==> src/rtl/cbc_pkg.sv <==
`default_nettype none
package cbc_pkg;

    typedef struct packed {
        logic        operation;
        logic [5:0]  subkey_index;
        logic [63:0] subkey_value;
        logic [63:0] block_hi;
        logic [63:0] block_lo;
        logic        decrypt;
    } in_item_t;

    typedef struct packed {
        logic [63:0] result_hi;
        logic [63:0] result_lo;
    } out_item_t;

    localparam logic OP_LOAD  = 1'b0;
    localparam logic OP_BLOCK = 1'b1;

    localparam logic [0:0] REG_LONG_KEY_MODE = 1'b0;

    // datapath step codes
    typedef enum logic [2:0] {
        STEP_IDLE,
        STEP_LOAD,
        STEP_PRE,
        STEP_ROUND,
        STEP_FL,
        STEP_POST
    } step_t;

    // command from controller to datapath
    typedef struct packed {
        step_t      step;
        logic [5:0] key_a;
        logic [5:0] key_b;
        logic       swap_fl;
        logic       right_side;
    } cmd_t;

    typedef logic [7:0] sbox_table_t [256];

    localparam sbox_table_t SBOX1 = '{
        8'h70,8'h82,8'h2c,8'hec,8'hb3,8'h27,8'hc0,8'he5,8'he4,8'h85,8'h57,8'h35,8'hea,8'h0c,8'hae,8'h41,
        8'h23,8'hef,8'h6b,8'h93,8'h45,8'h19,8'ha5,8'h21,8'hed,8'h0e,8'h4f,8'h4e,8'h1d,8'h65,8'h92,8'hbd,
        8'h86,8'hb8,8'haf,8'h8f,8'h7c,8'heb,8'h1f,8'hce,8'h3e,8'h30,8'hdc,8'h5f,8'h5e,8'hc5,8'h0b,8'h1a,
        8'ha6,8'he1,8'h39,8'hca,8'hd5,8'h47,8'h5d,8'h3d,8'hd9,8'h01,8'h5a,8'hd6,8'h51,8'h56,8'h6c,8'h4d,
        8'h8b,8'h0d,8'h9a,8'h66,8'hfb,8'hcc,8'hb0,8'h2d,8'h74,8'h12,8'h2b,8'h20,8'hf0,8'hb1,8'h84,8'h99,
        8'hdf,8'h4c,8'hcb,8'hc2,8'h34,8'h7e,8'h76,8'h05,8'h6d,8'hb7,8'ha9,8'h31,8'hd1,8'h17,8'h04,8'hd7,
        8'h14,8'h58,8'h3a,8'h61,8'hde,8'h1b,8'h11,8'h1c,8'h32,8'h0f,8'h9c,8'h16,8'h53,8'h18,8'hf2,8'h22,
        8'hfe,8'h44,8'hcf,8'hb2,8'hc3,8'hb5,8'h7a,8'h91,8'h24,8'h08,8'he8,8'ha8,8'h60,8'hfc,8'h69,8'h50,
        8'haa,8'hd0,8'ha0,8'h7d,8'ha1,8'h89,8'h62,8'h97,8'h54,8'h5b,8'h1e,8'h95,8'he0,8'hff,8'h64,8'hd2,
        8'h10,8'hc4,8'h00,8'h48,8'ha3,8'hf7,8'h75,8'hdb,8'h8a,8'h03,8'he6,8'hda,8'h09,8'h3f,8'hdd,8'h94,
        8'h87,8'h5c,8'h83,8'h02,8'hcd,8'h4a,8'h90,8'h33,8'h73,8'h67,8'hf6,8'hf3,8'h9d,8'h7f,8'hbf,8'he2,
        8'h52,8'h9b,8'hd8,8'h26,8'hc8,8'h37,8'hc6,8'h3b,8'h81,8'h96,8'h6f,8'h4b,8'h13,8'hbe,8'h63,8'h2e,
        8'he9,8'h79,8'ha7,8'h8c,8'h9f,8'h6e,8'hbc,8'h8e,8'h29,8'hf5,8'hf9,8'hb6,8'h2f,8'hfd,8'hb4,8'h59,
        8'h78,8'h98,8'h06,8'h6a,8'he7,8'h46,8'h71,8'hba,8'hd4,8'h25,8'hab,8'h42,8'h88,8'ha2,8'h8d,8'hfa,
        8'h72,8'h07,8'hb9,8'h55,8'hf8,8'hee,8'hac,8'h0a,8'h36,8'h49,8'h2a,8'h68,8'h3c,8'h38,8'hf1,8'ha4,
        8'h40,8'h28,8'hd3,8'h7b,8'hbb,8'hc9,8'h43,8'hc1,8'h15,8'he3,8'had,8'hf4,8'h77,8'hc7,8'h80,8'h9e
    };

    function automatic logic [7:0] rotl8(input logic [7:0] v);
        return {v[6:0], v[7]};
    endfunction

    function automatic logic [7:0] s1(input logic [7:0] v);
        return SBOX1[v];
    endfunction

    function automatic logic [7:0] s2(input logic [7:0] v);
        return rotl8(SBOX1[v]);
    endfunction

    function automatic logic [7:0] s3(input logic [7:0] v);
        logic [7:0] a;
        a = SBOX1[v];
        return {a[0], a[7:1]};
    endfunction

    function automatic logic [7:0] s4(input logic [7:0] v);
        return SBOX1[rotl8(v)];
    endfunction

    // round function: s-box layer then p-layer
    function automatic logic [63:0] f_func(input logic [63:0] x);
        logic [7:0] t1, t2, t3, t4, t5, t6, t7, t8;
        logic [7:0] y1, y2, y3, y4, y5, y6, y7, y8;
        t1 = s1(x[63:56]);
        t2 = s2(x[55:48]);
        t3 = s3(x[47:40]);
        t4 = s4(x[39:32]);
        t5 = s2(x[31:24]);
        t6 = s3(x[23:16]);
        t7 = s4(x[15:8]);
        t8 = s1(x[7:0]);
        y1 = t1 ^ t3 ^ t4 ^ t6 ^ t7 ^ t8;
        y2 = t1 ^ t2 ^ t4 ^ t5 ^ t7 ^ t8;
        y3 = t1 ^ t2 ^ t3 ^ t5 ^ t6 ^ t8;
        y4 = t2 ^ t3 ^ t4 ^ t5 ^ t6 ^ t7;
        y5 = t1 ^ t2 ^ t6 ^ t7 ^ t8;
        y6 = t2 ^ t3 ^ t5 ^ t7 ^ t8;
        y7 = t3 ^ t4 ^ t5 ^ t6 ^ t8;
        y8 = t1 ^ t4 ^ t5 ^ t6 ^ t7;
        return {y1, y2, y3, y4, y5, y6, y7, y8};
    endfunction

    function automatic logic [31:0] rotl32(input logic [31:0] v);
        return {v[30:0], v[31]};
    endfunction

    function automatic logic [63:0] fl(input logic [63:0] v, input logic [63:0] k);
        logic [31:0] x1, x2;
        x1 = v[63:32];
        x2 = v[31:0];
        x2 = x2 ^ rotl32(x1 & k[63:32]);
        x1 = x1 ^ (x2 | k[31:0]);
        return {x1, x2};
    endfunction

    function automatic logic [63:0] fl_inv(input logic [63:0] v, input logic [63:0] k);
        logic [31:0] x1, x2;
        x1 = v[63:32];
        x2 = v[31:0];
        x1 = x1 ^ (x2 | k[31:0]);
        x2 = x2 ^ rotl32(x1 & k[63:32]);
        return {x1, x2};
    endfunction

endpackage
`default_nettype wire

==> src/rtl/cbc_ctrl.sv <==
`default_nettype none
module cbc_ctrl (
    input  wire logic           clk,
    input  wire logic           rst_n,
    input  wire logic           in_valid,
    input  wire logic           operation,
    input  wire logic           decrypt,
    input  wire logic           long_key_mode,
    input  wire logic           out_busy,
    output logic                in_ready,
    output cbc_pkg::cmd_t       cmd,
    output logic [5:0]          rd_key_a,
    output logic [5:0]          rd_key_b,
    output logic                done
);

    typedef enum logic [2:0] {
        S_IDLE,
        S_PRE,
        S_ROUND,
        S_FL,
        S_POST,
        S_WAIT
    } state_t;

    state_t      state_reg, state_next;
    logic [2:0]  group_reg, group_next;
    logic [2:0]  round_reg, round_next;
    logic [2:0]  groups_reg, groups_next;
    logic        dec_reg, dec_next;

    // subkey positions used by one step
    function automatic logic [11:0] step_keys(input state_t st, input logic [2:0] grp,
                                              input logic [2:0] rnd, input logic [2:0] gs,
                                              input logic dec);
        logic [5:0] g8;
        logic [5:0] gmax8;
        logic [5:0] rkey;
        logic [5:0] k_a;
        logic [5:0] k_b;
        g8    = {grp, 3'b000};
        gmax8 = {gs, 3'b000};
        // encrypt walks forward through the group, decrypt backward
        rkey  = dec ? (g8 + 6'd7 - {3'b000, rnd}) : (g8 + 6'd2 + {3'b000, rnd});
        k_a   = 6'd0;
        k_b   = 6'd0;
        unique case (st)
            S_PRE:
            begin
                k_a = dec ? gmax8 + 6'd1 : 6'd0;
                k_b = dec ? gmax8 : 6'd1;
            end
            S_ROUND:
            begin
                k_a = rkey;
            end
            S_FL:
            begin
                k_a = dec ? g8 + 6'd1 : g8;
                k_b = dec ? g8 : g8 + 6'd1;
            end
            S_POST:
            begin
                k_a = dec ? 6'd1 : gmax8 + 6'd1;
                k_b = dec ? 6'd0 : gmax8;
            end
            default:
            begin
                k_a = 6'd0;
                k_b = 6'd0;
            end
        endcase
        return {k_a, k_b};
    endfunction

    assign in_ready = (state_reg == S_IDLE);

    // store addresses for the coming step, read in the cycle before it
    assign {rd_key_a, rd_key_b} = step_keys(state_next, group_next, round_next,
                                            groups_next, dec_next);

    // command decode
    always_comb
    begin
        cmd = '0;
        cmd.step = cbc_pkg::STEP_IDLE;
        {cmd.key_a, cmd.key_b} = step_keys(state_reg, group_reg, round_reg,
                                           groups_reg, dec_reg);
        unique case (state_reg)
            S_IDLE:
            begin
                if (in_valid && operation == cbc_pkg::OP_LOAD)
                    cmd.step = cbc_pkg::STEP_LOAD;
            end
            S_PRE:
            begin
                cmd.step = cbc_pkg::STEP_PRE;
            end
            S_ROUND:
            begin
                cmd.step       = cbc_pkg::STEP_ROUND;
                cmd.right_side = round_reg[0];
            end
            S_FL:
            begin
                cmd.step    = cbc_pkg::STEP_FL;
                cmd.swap_fl = dec_reg;
            end
            S_POST:
            begin
                cmd.step = cbc_pkg::STEP_POST;
            end
            S_WAIT:
            begin
                cmd.step = cbc_pkg::STEP_IDLE;
            end
            default:
            begin
                cmd.step = cbc_pkg::STEP_IDLE;
            end
        endcase
    end

    // sequencing
    always_comb
    begin
        state_next  = state_reg;
        group_next  = group_reg;
        round_next  = round_reg;
        groups_next = groups_reg;
        dec_next    = dec_reg;
        done        = 1'b0;
        unique case (state_reg)
            S_IDLE:
            begin
                if (in_valid && operation == cbc_pkg::OP_BLOCK)
                begin
                    groups_next = long_key_mode ? 3'd4 : 3'd3;
                    dec_next    = decrypt;
                    state_next  = S_PRE;
                end
            end
            S_PRE:
            begin
                group_next = dec_reg ? groups_reg - 3'd1 : 3'd0;
                round_next = 3'd0;
                state_next = S_ROUND;
            end
            S_ROUND:
            begin
                round_next = round_reg + 3'd1;
                if (round_reg == 3'd5)
                begin
                    round_next = 3'd0;
                    if (dec_reg)
                    begin
                        if (group_reg == 3'd0)
                            state_next = S_POST;
                        else
                            state_next = S_FL;
                    end
                    else
                    begin
                        if (group_reg == groups_reg - 3'd1)
                            state_next = S_POST;
                        else
                        begin
                            group_next = group_reg + 3'd1;
                            state_next = S_FL;
                        end
                    end
                end
            end
            S_FL:
            begin
                if (dec_reg)
                    group_next = group_reg - 3'd1;
                state_next = S_ROUND;
            end
            S_POST:
            begin
                state_next = out_busy ? S_WAIT : S_IDLE;
                if (!out_busy)
                    done = 1'b1;
            end
            S_WAIT:
            begin
                if (!out_busy)
                begin
                    done       = 1'b1;
                    state_next = S_IDLE;
                end
            end
            default:
            begin
                state_next = S_IDLE;
            end
        endcase
    end

    always_ff @(posedge clk or negedge rst_n)
    begin
        if (!rst_n)
        begin
            state_reg  <= S_IDLE;
            group_reg  <= '0;
            round_reg  <= '0;
            groups_reg <= 3'd3;
            dec_reg    <= 1'b0;
        end
        else
        begin
            state_reg  <= state_next;
            group_reg  <= group_next;
            round_reg  <= round_next;
            groups_reg <= groups_next;
            dec_reg    <= dec_next;
        end
    end

endmodule
`default_nettype wire

==> config.mk <==
export PLATFORM = sky130hd
export DESIGN_NAME = cbc_ctrl
export DESIGN_NICKNAME = d
export VERILOG_FILES = /design/src/rtl/cbc_pkg.sv /design/src/rtl/cbc_ctrl.sv
export SDC_FILE = /design/constraint.sdc
export NUM_CORES = 1
export LEC_CHECK = 0
export ABC_AREA = 1
export BUFFER_PORTS_ARGS = -buffer_cell sky130_fd_sc_hd__buf_2
export CELL_PAD_IN_SITES_DETAIL_PLACEMENT = 0
export CELL_PAD_IN_SITES_GLOBAL_PLACEMENT = 1
export CORE_MARGIN = 1
export CORE_UTILIZATION = 33
export CTS_CLUSTER_DIAMETER = 150
export DETAILED_ROUTE_END_ITERATION = 10
export PLACE_DENSITY = 0.76
export SLEW_MARGIN = 20
export SYNTH_ARGS = -nofsm -noshare
export SYNTH_HDL_FRONTEND = slang
export SYNTH_SLANG_ARGS = --single-unit
==> constraint.sdc <==
create_clock -name clk -period 3.25 [get_ports clk]
set_input_delay 0.65 -clock clk [delete_from_list [all_inputs] [get_ports clk]]
set_output_delay 0.65 -clock clk [all_outputs]
set_load 0.005 [all_outputs]
Word level (Yosys, flattened, before mapping)
Cells that the tools add are included.
Widths: inputs -> output; s select.
- add/subtract/negate cells: 16
- multipliers: 0
- divide/modulo/power cells: 0
- order comparisons: 0
- eq/ne operators: 11
- shift operators: 0
- muxes and demuxes: 45
- bitwise gates (word level): 1
- reductions and logical operators: 6
- operators with widths (kind ; number):
    $mux 6 ; 14
    $mux 3 ; 16
    $pmux 6 s4 ; 2
    $pmux 6 s3 ; 2
    $pmux 3 s5 ; 2
    $add 6x1->6 const B ; 4
    $add 6x2->6 const B ; 2
    $add 6x3->6 ; 2
    $add 6x3->6 const B ; 2
    $eq 3x2->1 const B ; 4
    $eq 3x3->1 const B ; 4
    $sub 6x3->6 ; 2
    $pmux 3 s3 ; 1
    $mux 1 ; 7
    $add 3x1->3 const B ; 2
    $eq 3x1->1 const B ; 2
    $logic_not 3->1 ; 2
    $pmux 3 s2 ; 1
    $sub 3x1->3 const B ; 2
    $reduce_or 2->1 ; 2
    $eq 3x3->1 ; 1
    $logic_and 1x1->1 ; 2
    $not 1->1 ; 1
- register bits after elaboration: 13
- latch bits: 0
- bits in writable memories: 0
- memory bits (read-only): 0
- input bits: 7
- output and inout bits: 31
- word-level logic and storage cells: 84
- memories kept: 0

Logic depth before layout (Yosys ltp)
- depth after elaboration: 10
- mapped depth: 17
- mapped depth without buffers: 17

Worst setup path before layout
Ideal clock, no wire load.
- path kind: reg-to-output
- from: register groups_reg[0]
- to: output rd_key_a[2]
- arrival time: 1.918 ns
- required time: 2.600 ns
- setup slack: 0.682 ns
- cell stages (with the launch flop): 15
- buffers on the path: 0
- cell sequence: dfstp_2 inv_1 ha_1 inv_1 nand2_1 nand2_1 nor2_2 nand2_2 nand2_2 nand2_2 nand4_2 nand3_2 nor2_2 inv_1 a211oi_1
- word-level cells in the longest chain between the ends: 8
- elaborated cells between the ends (all ways): 11
- those cells by class: add/sub: 1; eq/ne: 5; mux: 5
- RTL lines (what ; line ; text):
    start, declared ; cbc_ctrl.sv:29 ; logic [2:0] groups_reg, groups_next;
    start signal, assigned ; cbc_ctrl.sv:216 ; groups_reg <= groups_next;
    $sub 3x1->3 * ; cbc_ctrl.sv:164 ; if (group_reg == groups_reg - 3'd1)
    $eq 3x3->1 * ; cbc_ctrl.sv:164 ;
    $mux 3 * ; cbc_ctrl.sv:164 ;
    $mux 3 * ; cbc_ctrl.sv:155 ; if (dec_reg)
    $mux 3 * ; cbc_ctrl.sv:152 ; if (round_reg == 3'd5)
    $pmux 3 s5 * ; cbc_ctrl.sv:133 ; unique case (state_reg)
    net state_next[0] ; cbc_ctrl.sv:26 ; state_t state_reg, state_next;
    $eq 3x3->1 (tied with other cells) ; cbc_ctrl.sv:47 ; unique case (st)
    $pmux 6 s4 * ; cbc_ctrl.sv:47 ;
    end, declared ; cbc_ctrl.sv:12 ; output logic [5:0] rd_key_a,
The timed path passes the listed nets; every way through them passes the cells marked *.

Final worst setup path
Same ends and word-level chain as after synthesis.

==> metrics.txt <==
outcome=finished clean; slew margin rel.=65.2%; cell area power density=1090 nW/um2; clock skew=0.00207 ns; Avg Inst Size Synth=6.30 um2; Top Family by Delay on Critical Path=simple AND/OR/NAND/NOR gates; DIE AREA=4560 um2; Area growth syn-to-layout=22.2%; grt total ovfl=0; wire length per cell=12.4 um; Logic pwr share=74.1%; worst min path class=input pin to asynchronous set/reset pin; drt pass-1 iters=4; nets=277; Setup crit start kind=flop; Crit path required time=2.60 ns; die width=67.5 um; via count=1495; Synth Register Bits=13; vias in the first global route=1391; clk root buf=clkbuf_8; Pleak=0.980 nW; antenna cells=0; CTS Buf Count=3; fin. max-slew vios=0; H-Tree Level Count=1; Final ANT Viol Nets=0; Hold Vio Cnt, Final=0; clock sinks=13; Placed Instances=308; max cap viols=0; Die H=67.5 um; Non-Filler Instances=313; sequential area share after synthesis=23.1%; core area=4060 um2; All-Layer GR Usage=18.7%; area leader, netlist=dfrtp_1; Row Count=23; Cell Chain, Critical Path=inv_1 -> ha_4 -> inv_1 -> nand2_1 -> nand2_1 -> nor2_2 -> nand2_2 -> nand2_2 -> nand2_2 -> nand4_4 -> nand3_2 -> nor2_4 -> inv_1 -> a211oi_1 -> buf_2; commonest cells after routing, fill and taps aside=nand2_1, inv_1, buf_2; post-synthesis xor/xnor area fraction=2.47%; fraction of layout cells with a size suffix above 1=26.6%; Synth Area in Compound Gates=16.8%; Data arrival, critical path=2.40 ns; critical path's largest stage delay=0.55 ns; peak supply drop=0.000522 V; sequential share of power=18.5%; Longest Clk Path Bufs=2; slowest cell on the critical path=dfstp_2; fmax=0.328 GHz; mux share of post-synthesis cell area=0%; Cells after Synth=225; Total Power=1.88 mW; Final Cell Area=1730 um2; Clock transition at path regs=0.05 ns; Max FO, Critical Path=5; fin crit share=93.7%; Remaining DRCs=0; fin util=42.7%; minimum clock period=3.05 ns; clock share of power=7.4%; synthesized area=1420 um2; Worst-Margin Slew=0.521 ns; initial antenna violation count=0; Starting Density=34.9%; simple-gate share of the synthesized area=37.1%; internal power=881 uW; # setup viols final=0; vias per inst=4.78; Post-Synth Adder-Cell Area=5.30%; WHS=0.299 ns; switching power share of the total=53.2%; I/O pin cnt=38; most common cell after layout, fill and taps aside=nand2_1; library cells used by synthesis=37; initial DRC count=76; Detailed Place HPWL=3.12 mm; first-pass GRT wire length=6.40 mm; Buffers on Ports=33; largest family of logic cells by synthesized area=simple AND/OR/NAND/NOR gates; top post-synthesis cells by area=dfrtp_1, nand2_1, inv_1, nor2_1, ha_1; placed cell area=1640 um2; worst path bufs/invs=4; Synth top area share=19.4%; worst-skew pair later-pin latency=0.24 ns; NetSw=1000 uW; largest net degree at the start of global routing=14; TritonCTS clock tree=done; gpl congestion=0.868; Crit Path Class=flop to output pin; drt total wl=3.89 mm; CP Capture Type=output pin; Synth warnings=0
[kinds of logic (layout without fill, tap and decap cells)]
family / count (synthesis) / in the layout
fa+ha+maj: 6 / 6
xor+xnor: 4 / 4
simple gates: 113 / 113
buf+inv: 52 / 87
compound gates: 36 / 36
other cells: 1 / 4
flops: 13 / 13
[layer usage]
layer	GRT usage (%)	up-vias	part of all wire [%]
li1	-	791	-
met1	26.5	670	53
met2	30.6	32	44
met3	1.52	2	2.9
met4	3.72	0	0.31
met5	0	-	0
[cell usage after synthesis (all sizes together)]
cell / n
and3: 1
dfstp: 2
a211oi: 4
a31oi: 2
inv: 46
o22ai: 5
nor2: 28
buf: 6
nand4: 5
o21ai: 11
nand2: 61
a21oi: 7
ha: 6
xor2: 3
xnor2: 1
o21bai: 3
a21o: 1
nand3: 16
dfrtp: 11
conb: 1
nor3: 1
o2111ai: 2
o21a: 1
nor4: 1
[per-stage QoR]
stage	worst slack [ns]	setup TNS, ns
6_report	0.204	0
3_5_place_dp	0.355	0
2_1_floorplan	0.682	0
5_1_grt	-0.0123	-0.0123
4_1_cts	0.0770	0
3_3_place_gp	0.373	0
[area by class of cell]
class | count | area (um2)
repair buffers | 37 | 195
flip-flops and latches | 13 | 330
clock inverters | 1 | 5.00
fillers | 475 | 2330
multi-input cells | 163 | 925
clock buffers | 3 | 41.3
well taps | 50 | 62.6
inverters | 46 | 173
[final timing paths]
check                           endpoint     startpoint  depth (start not counted)  slack [ns]
min in group clk           groups_reg[0]  groups_reg[0]                          2        0.60
hold reg to reg            groups_reg[0]  groups_reg[0]                          2        0.60
max in group asynchronous  groups_reg[0]          rst_n                          1        2.67
setup / recovery             rd_key_a[2]  groups_reg[0]                         15        0.20
setup reg to reg            group_reg[2]  groups_reg[0]                         13        1.29
hold / removal              group_reg[2]          rst_n                          1        0.30
[power by group through the flow]
| stage | combinational [mW] | clock, mW | sequential [mW] |
|---|---|---|---|
| 2_1_floorplan | 0.917 | 0 | 0.308 |
| 4_1_cts | 1.33 | 0.145 | 0.346 |
| 3_5_place_dp | 1.32 | 0 | 0.347 |
| 3_3_place_gp | 1.33 | 0 | 0.347 |
| 5_1_grt | 1.60 | 0.154 | 0.358 |
| 6_report | 1.39 | 0.140 | 0.348 |
[what timing repair did]
item                                    CTS  global route
hold buffers                              0             0
setup buffers                             0             1
gates resized for setup                   0             7
endpoints found under the setup margin    0             7
Note: power is estimated with default switching activity, not from simulation.
